**src/design/assert_macros.svh**
```systemverilog
// ----------------------------------------------------------------------------
// assertion helper macros
// clocked on clk, disabled while rst is high
// ----------------------------------------------------------------------------
`ifndef ASSERT_MACROS_SVH
`define ASSERT_MACROS_SVH

`ifndef NO_ASSERTIONS

// same-cycle implication
`define ASSERT_IMPLIES(label, cond, expr) \
  label: assert property (@(posedge clk) disable iff (rst) (cond) |-> (expr)) \
    else $error("assertion failed");

// next-cycle implication
`define ASSERT_NEXT(label, cond, expr) \
  label: assert property (@(posedge clk) disable iff (rst) (cond) |=> (expr)) \
    else $error("assertion failed");

`else

`define ASSERT_IMPLIES(label, cond, expr)
`define ASSERT_NEXT(label, cond, expr)

`endif

`endif

```
**src/design/lprl_ram.sv**
```systemverilog
// ----------------------------------------------------------------------------
// lprl_ram
// simple dual-port ram, one write port, one read port with registered data
// ----------------------------------------------------------------------------
module lprl_ram #(
  parameter int WIDTH = 8,
  parameter int DEPTH = 16
) (
  input  logic                                        clk,
  input  logic                                        wr_en,
  input  logic [((DEPTH > 1) ? $clog2(DEPTH) : 1)-1:0] wr_addr,
  input  logic [WIDTH-1:0]                            wr_data,
  input  logic                                        rd_en,
  input  logic [((DEPTH > 1) ? $clog2(DEPTH) : 1)-1:0] rd_addr,
  output logic [WIDTH-1:0]                            rd_data
);

  logic [WIDTH-1:0] mem [DEPTH];

  always_ff @(posedge clk) begin
    if (wr_en) begin
      mem[wr_addr] <= wr_data;
    end
    if (rd_en) begin
      rd_data <= mem[rd_addr];
    end
  end

endmodule

```
**config.mk**
```make
export PLATFORM = sky130hd
export DESIGN_NAME = lprl_ram
export DESIGN_NICKNAME = d
export VERILOG_FILES = /design/src/design/assert_macros.svh /design/src/design/lprl_ram.sv
export SDC_FILE = /design/constraint.sdc
export NUM_CORES = 1
export LEC_CHECK = 0
export ABC_AREA = 1
export BUFFER_PORTS_ARGS = -buffer_cell sky130_fd_sc_hd__buf_2
export CAP_MARGIN = 15
export CORE_MARGIN = 3
export CORE_UTILIZATION = 60
export DETAILED_ROUTE_END_ITERATION = 7
export GPL_TIMING_DRIVEN = 0
export PLACE_DENSITY = 0.78
export SLEW_MARGIN = 10
export SYNTH_ARGS = -nofsm -noshare
export SYNTH_HDL_FRONTEND = slang
export SYNTH_SLANG_ARGS = --single-unit
```
**constraint.sdc**
```tcl
create_clock -name clk -period 1.3 [get_ports clk]
set_clock_uncertainty 0.05 [all_clocks]
set_input_delay 0.195 -clock clk [delete_from_list [all_inputs] [get_ports clk]]
set_output_delay 0.195 -clock clk [all_outputs]
set_load 0.01 [all_outputs]
```
== Word level (Yosys, flattened, before mapping) ==
Memory sizes are Yosys's and may differ from the RTL's. A register that Yosys moved wholly into a read port is not among the register bits.
Index checks and enable logic that the tools add are counted.

* Bits in read-only memories: 0
* Memories kept: 1
* Latch bits: 0
* Register bits: 0
* Memory bits (writable): 128
* Logic and storage cells: 3

{| class="wikitable"
|+ Memory list
! name !! depth !! bits a word !! read ports !! clocked after memory_dff !! wr ports !! line !! source
|-
| mem || 16 || 8 || 1 || 1 || 1 || lprl_ram.sv:18 || <nowiki>logic [WIDTH-1:0] mem [DEPTH];</nowiki>
|}

* Muxes and demuxes: 2
* Eq/ne operators: 0
* Shifts and indexed selects: 0
* Div/mod/pow operators: 0
* $mul: 0
* Bitwise operators: 0
* Magnitude comparators: 0
* Reductions and logical operators: 0
* Add/subtract/negate cells: 0

{| class="wikitable"
|+ Operator list
! operator !! count
|-
| 2-to-1 mux 1 bit || 2
|}

== Longest topological paths before layout ==
Gate-level depths: netlist (run 1).

* Depth after elaboration: 2
* Gate-level depth with buffers: 8
* Mapped depth without buffers: 7

== Worst setup path before layout (run 1) ==
OpenSTA, ideal clock, no wires.

* Path kind: input to register
* From: input wr_addr[3] (netlist bit)
* To: memory mem[4][0] (enable)
* Stages on the path: 2
* Slack: 0.104 ns
* Required time: 0.880 ns
* Arrival: 0.776 ns
* Path through: nand3b_1 -> nor2_1

{| class="wikitable"
|+ RTL lines
! what !! line !! source
|-
| start: declaration || lprl_ram.sv:11 || <nowiki>input logic [((DEPTH > 1) ? $clog2(DEPTH) : 1)-1:0] wr_addr,</nowiki>
|-
| end: declaration || lprl_ram.sv:18 ||
|}

No word-level cell before the write port.

== Worst setup path after layout (run 1) ==
* From: register rd_data[5], read port of mem
* To: output rd_data[5]

{| class="wikitable"
|+ RTL lines
! what !! line !! source
|-
| start: declaration || lprl_ram.sv:15 || <nowiki>output logic [WIDTH-1:0] rd_data</nowiki>
|}

No word-level cell between the ends.

==> summary.md, run 1 <==
| Metric | Value |
|---|---|
| Status | `finished clean` |
| Final period util | `98.2%` |
| Leak pwr | `2.91 nW` |
| Relative max-transition margin | `41.2%` |
| Register area share after synthesis | `69.8%` |
| Share of layout cells above drive strength 1 | `12.7%` |
| Unrepaired setup endpoints after global routing | `yes` |
| Syn Std Cell Area | `5850 sq um` |
| Final Power | `10.3 mW` |
| WL/cell | `18.9 um` |
| Vias in the first global route | `3,830` |
| Non-filler instance count after layout | `736` |
| Setup Viol. Count Final | `0` |
| First-pass GRT wire length | `21,700 um` |
| Vias | `4,018` |
| Port Buffers | `23` |
| Post-place setup slack | `-0.404 ns` |
| WL final | `13,900 um` |
| Hold Crit Start | `wr_data[1]` |
| Post-DR vias/cell | `5.46` |
| Clock-pin transition on the worst setup and hold timing paths | `0.06 ns` |
| Pwr/cell area | `1530 nW/um^2` |
| Worst Hold Class | `primary input to register` |
| Number of buffers created by CTS | `17` |
| CTS H-tree depth | `4` |
| Die Footprint | `11,000 sq um` |
| DP HPWL | `8870 um` |
| CP bufs+invs | `1` |
| DR iter-0 viols | `464` |
| Tot GR Track Use | `26.9%` |
| Synth warn | `0` |
| Slowest Stage Delay on Critical Path | `0.36 ns` |
| First-pass detailed-route iteration total | `5` |
| Critical path type | `register to output pin` |
| Cell Rows | `35` |
| Arr. time, crit path | `1.03 ns` |
| MaxCap Viol Count | `0` |
| CP Capture Type | `output pin` |
| Ant diodes | `0` |
| Die Span Y | `105 um` |
| Synthesized Nets | `570` |
| CTS tree | `yes` |
| Initial antenna violation count | `0` |
| CP required | `1.05 ns` |
| I/O Pins | `27` |
| DRC | `0` |
| Setup WS post-layout | `0.0239 ns` |
| Hold Fails Final Rpt | `0` |
| Core ar. | `9370 sq um` |
| Global route total overflow | `0` |
| Slowest-stage cell, CP | `edfxtp_1` |
| Clock Path Buffers | `2` |
| R2R Path Start | `mem[15][2]` |
| IR drop worst, VDD | `926 uV` |
| Synth cell types | `11` |
| ANT nets after route | `0` |
| Crit path from | `rd_data[5]` |
| Top cell type's share of synthesized area | `69.8%` |
| Synth area leaders | `edfxtp_1 (70%), nand2_1 (11%), nand3_1 (8.3%)` |
| Slew @ Worst Pin | `0.879 ns` |
| Post-synth top area cell | `edfxtp_1` |
| Root buf cell | `clkbuf_8` |
| Final worst path period need | `1.28 ns` |
| Worst Path Max Fanout | `1` |
| Die X | `105 um` |
| Fmax | `784 MHz` |
| Syn avg cell area | `10.6 sq um` |
| Nets@finish | `613` |
| Worst path top cell family by delay | `flip-flops` |
| Slew Viols, Final | `0` |
| CP startpoint kind | `register` |
| Largest net degree at the start of global routing | `17` |
| CTS sink count | `136` |
| Design Area, Final | `6720 sq um` |
| Synthesized flop and latch total | `136` |
| Hold Slack | `0.0472 ns` |
| Area added between synthesis and finish | `14.9%` |
| Syn Inst Count | `551` |
| RePlAce Congestion | `0.919` |
| Placed insts | `703` |
| Worst skew pair latency | `0.53 ns` |
| DP Area | `6120 sq um` |
| Initial Util | `62.4%` |
| Worst-path cell chain | `buf_2` |
==> path summary, 6_finish.rpt <==
check	to	slack [ns]	cells past startpoint
worst min register to register	rd_data[2]	0.74	6
worst max-delay path	rd_data[5]	0.02	1
worst max register to register	rd_data[2]	0.06	6
worst min-delay path	mem[9][1]	0.05	1
==> layout by cell type, fill, tap and decap left out, drive strengths merged <==
cell type    Yosys  final
clkinvlp         0      1
dlygate4sd3      0      1
buf             24     47
bufinv           0      3
clkinv           0      7
inv            102    104
edfxtp         136    136
nand2          173    173
clkbuf           0     19
nor2            17     17
nand3b           2      2
nand3           97     97
==> report_power, final <==
part / internal (mW) / switching [mW]
clock: 2.91 / 1.78
sequential: 4.94 / 0.0232
combinational: 0.187 / 0.465
total: 8.04 / 2.26
==> metrics by stage <==
| stage | TNS [ns] | utilization (%) |
|---|---|---|
| 5_1_grt | -0.0389 | 71.7 |
| 2_1_floorplan | 0 | - |
| 3_5_place_dp | -38.35 | 65.3 |
| 4_1_cts | 0 | 71.6 |
| 3_3_place_gp | -35.91 | 65.3 |
| 6_report | 0 | 71.7 |
==> cells in the mapped netlist (all sizes together) <==
| cell | number |
|---|---|
| nand3b | 2 |
| nand2 | 173 |
| inv | 102 |
| buf | 24 |
| nor2 | 17 |
| edfxtp | 136 |
| nand3 | 97 |
==> state kept, by name (all words and copies together), names as in the netlist <==
signal,cells
mem,128
rd_data,8
==> what timing repair did <==
| action | 4_1_cts | 5_1_grt |
|---|---|---|
| endpoints found under the setup margin | 0 | 5 |
| gates resized for setup | 0 | 3 |
| hold buffers | 1 | 0 |
| hold endpoints to repair | 8 | 0 |
| buffers inserted | 0 | 0 |
==> routing by layer <==
layer  track usage, %  share of wire [%]
met5                0                  0
met4             10.1                2.6
met3             5.68                 11
met2             40.5                 46
met1             39.2                 41
==> kinds of logic after synthesis <==
kind of cell  count (synthesis)  share of synthesized area, %
buf+inv                     126                          9.39
simple gates                289                          20.8
flops                       136                          69.8
==> layout make-up <==
type | count | area [sq um]
repair buffers | 24 | 125
multi-input cells | 289 | 1220
plain buffers | 24 | 166
inverters | 102 | 383
clock inverters | 13 | 153
flip-flops and latches | 136 | 4080
well taps | 129 | 161
fillers | 661 | 2650
clock buffers | 19 | 422
(Power assumes the default switching activity.)
==> run 2, diff against run 1 <==
BUFFER_PORTS_ARGS = -buffer_cell sky130_fd_sc_hd__clkbuf_2   (was -buffer_cell sky130_fd_sc_hd__buf_2)
==> run 2 against run 1 <==
Against the previous run: critical path depth is the same; non-clock buffer count unchanged; sequential share of layout area increased by 0.53 points; first-iteration DRC count rose by 16%; die area unchanged; critical path type unchanged.
==> summary.md, run 2 (synthesis results as in run 1) <==
| Metric | Value |
|---|---|
| Worst path top cell family by delay | `flip-flops (unchanged)` |
| CP startpoint kind | `register (unchanged)` |
| Global routing's busiest layer | `met2 (unchanged)` |
| Root buf cell | `clkbuf_8 (unchanged)` |
| M2 GR Usage | `38.7% (was 40.5%)` |
| Arr. time, crit path | `1.02 ns (was 1.03 ns)` |
| Worst skew pair latency | `0.52 ns (was 0.53 ns)` |
| Initial Util | `62.4% (unchanged)` |
| Crit path from | `rd_data[2] (was rd_data[5])` |
| Commonest cells after routing, fill and taps aside | `nand2_1 (173), edfxtp_1 (136), inv_1 (100), nand3_1 (97), clkbuf_2 (23) (was nand2_1 (173), edfxtp_1 (136), inv_1 (99), nand3_1 (95), buf_2 (36))` |
| Core ar. | `9370 sq um (unchanged)` |
| Max reg flops | `128 (unchanged)` |
| Slowest-stage cell, CP | `edfxtp_1 (unchanged)` |
| Setup Buffers After CTS | `0 (unchanged)` |
| R2R Path Start | `mem[10][4] (was mem[15][2])` |
| Tot GR Track Use | `25.4% (was 26.9%)` |
| Top reg by flops | `mem (unchanged)` |
| Core Util, Final | `71.1% (was 71.7%)` |
| Post-place setup slack | `-0.395 ns (was -0.404 ns)` |
| Global route total overflow | `0 (unchanged)` |
| Pwr/cell area | `1480 nW/um^2 (was 1530 nW/um^2)` |
| Most common cell after layout, fill and taps aside | `nand2_1 (unchanged)` |
| Largest net degree at the start of global routing | `17 (unchanged)` |
| CTS H-tree depth | `4 (unchanged)` |
| Vias in the first global route | `3,861 (was 3,830)` |
| Ant diodes | `0 (unchanged)` |
| Area added between synthesis and finish | `13.9% (was 14.9%)` |
| Die X | `105 um (unchanged)` |
| MaxCap Viol Count | `0 (unchanged)` |
| Combinational share of power | `6.5% (was 6.3%)` |
| RePlAce Congestion | `0.885 (was 0.919)` |
| First-pass GRT wire length | `20,700 um (was 21,700 um)` |
| Net Sw Frac | `22.6% (was 22.0%)` |
| Share of layout cells above drive strength 1 | `12.9% (was 12.7%)` |
| CP required | `1.05 ns (about the same)` |
| Setup Viol. Count Final | `0 (unchanged)` |
| DP Area | `6120 sq um (unchanged)` |
| Relative max-transition margin | `38.5% (was 41.2%)` |
| Final worst path period need | `1.27 ns (was 1.28 ns)` |
| CTS tree | `yes (unchanged)` |
| CTS sink count | `136 (unchanged)` |
| WL final | `13,400 um (was 13,900 um)` |
| Hold Slack | `0.103 ns (was 0.0472 ns)` |
| CP Capture Type | `output pin (unchanged)` |
| Critical path type | `register to output pin (unchanged)` |
| Hold Fails Final Rpt | `0 (unchanged)` |
| Post-DR vias/cell | `5.52 (was 5.46)` |
| Largest regs | `mem: 128 flops, rd_data: 8 flops (unchanged)` |
| Design Area, Final | `6660 sq um (was 6720 sq um)` |
| Net Switching | `2.23 mW (was 2.26 mW)` |
| ANT nets after route | `0 (unchanged)` |
| Hold Crit Start | `wr_data[7] (was wr_data[1])` |
| Power Internal | `7.63 mW (was 8.04 mW)` |
| Final period util | `97.7% (was 98.2%)` |
| Fmax | `788 MHz (was 784 MHz)` |
| Clk pwr share | `43.1% (was 45.5%)` |
| Die Footprint | `11,000 sq um (unchanged)` |
| Unrepaired setup endpoints after global routing | `yes (unchanged)` |
| First-pass detailed-route iteration total | `5 (unchanged)` |
| Reg power frac | `50.4% (was 48.2%)` |
| WL/cell | `18.2 um (was 18.9 um)` |
| Worst Path Max Fanout | `1 (unchanged)` |
| Leak pwr | `2.88 nW (was 2.91 nW)` |
| Clock-pin transition on the worst setup and hold timing paths | `0.06 ns (about the same)` |
| I/O Pins | `27 (unchanged)` |
| Nets@finish | `613 (unchanged)` |
| Port Buffers | `23 (unchanged)` |
| Status | `finished clean (unchanged)` |
| DR iter-0 viols | `538 (was 464)` |
| Cell Rows | `35 (unchanged)` |
| CP bufs+invs | `1 (unchanged)` |
| Final Power | `9.85 mW (was 10.3 mW)` |
| Slew Viols, Final | `0 (unchanged)` |
| Slew @ Worst Pin | `0.918 ns (was 0.879 ns)` |
| Vias | `4,056 (was 4,018)` |
| Clock Path Buffers | `2 (unchanged)` |
| IR drop worst, VDD | `1090 uV (was 926 uV)` |
| Worst-path cell chain | `clkbuf_2 (was buf_2)` |
| DP HPWL | `8800 um (was 8870 um)` |
| M1 GR Usage | `36.7% (was 39.2%)` |
| Setup WS post-layout | `0.0303 ns (was 0.0239 ns)` |
| Global-route met3 utilization | `5.37% (was 5.68%)` |
| Initial antenna violation count | `0 (unchanged)` |
| Slowest Stage Delay on Critical Path | `0.36 ns (about the same)` |
| Die Span Y | `105 um (unchanged)` |
| Number of buffers created by CTS | `17 (unchanged)` |
| DRC | `0 (unchanged)` |
| Worst Hold Class | `primary input to register (unchanged)` |
==> run 2: repair_timing <==
| action | 4_1_cts | 5_1_grt |
|---|---|---|
| resized for setup | 0 | 0 |
| hold endpoints to repair | 8 | 0 |
| endpoints found under the setup margin | 0 | 1 |
| hold buffers | 1 | 0 |
==> run 2: final cells by class <==
class	count	area (sq um)
plain buffers	24	166
clock buffers	18	418
clock inverters	13	109
fillers	640	2710
inverters	102	383
multi-input cells	289	1210
flip-flops and latches	136	4080
well taps	129	161
repair buffers	24	125
==> run 2: power groups by stage <==
stage | Clock, mW | Sequential, mW | Combinational (mW)
6_report | 4.24 | 4.97 | 0.643
2_1_floorplan | 0 | 5.06 | 0.346
3_5_place_dp | 0 | 5.06 | 0.624
4_1_cts | 4.23 | 4.97 | 0.633
5_1_grt | 4.42 | 4.97 | 0.701
3_3_place_gp | 0 | 5.05 | 0.607
==> run 2: per-stage QoR <==
step | cells | TNS (ns)
after detailed placement | 703 | -37.22
after CTS | 735 | 0
final | 735 | 0
after global routing | 735 | -0.00118
after floorplan | 551 | 0
after global placement | 703 | -34.03
==> run 2: routing by layer <==
| layer | wire [um] | vias to the layer above |
|---|---|---|
| met3 | 1370 | 33 |
| met5 | 0 | - |
| li1 | - | 1870 |
| met1 | 5650 | 1894 |
| met2 | 5990 | 259 |
| met4 | 348 | 0 |
==> run 2: final timing paths <==
check | end | slack [ns] | depth (start not counted)
max | rd_data[2] | 0.03 | 1
min | mem[11][7] | 0.10 | 1
max reg2reg | rd_data[4] | 0.04 | 6
min reg2reg | rd_data[6] | 0.74 | 6
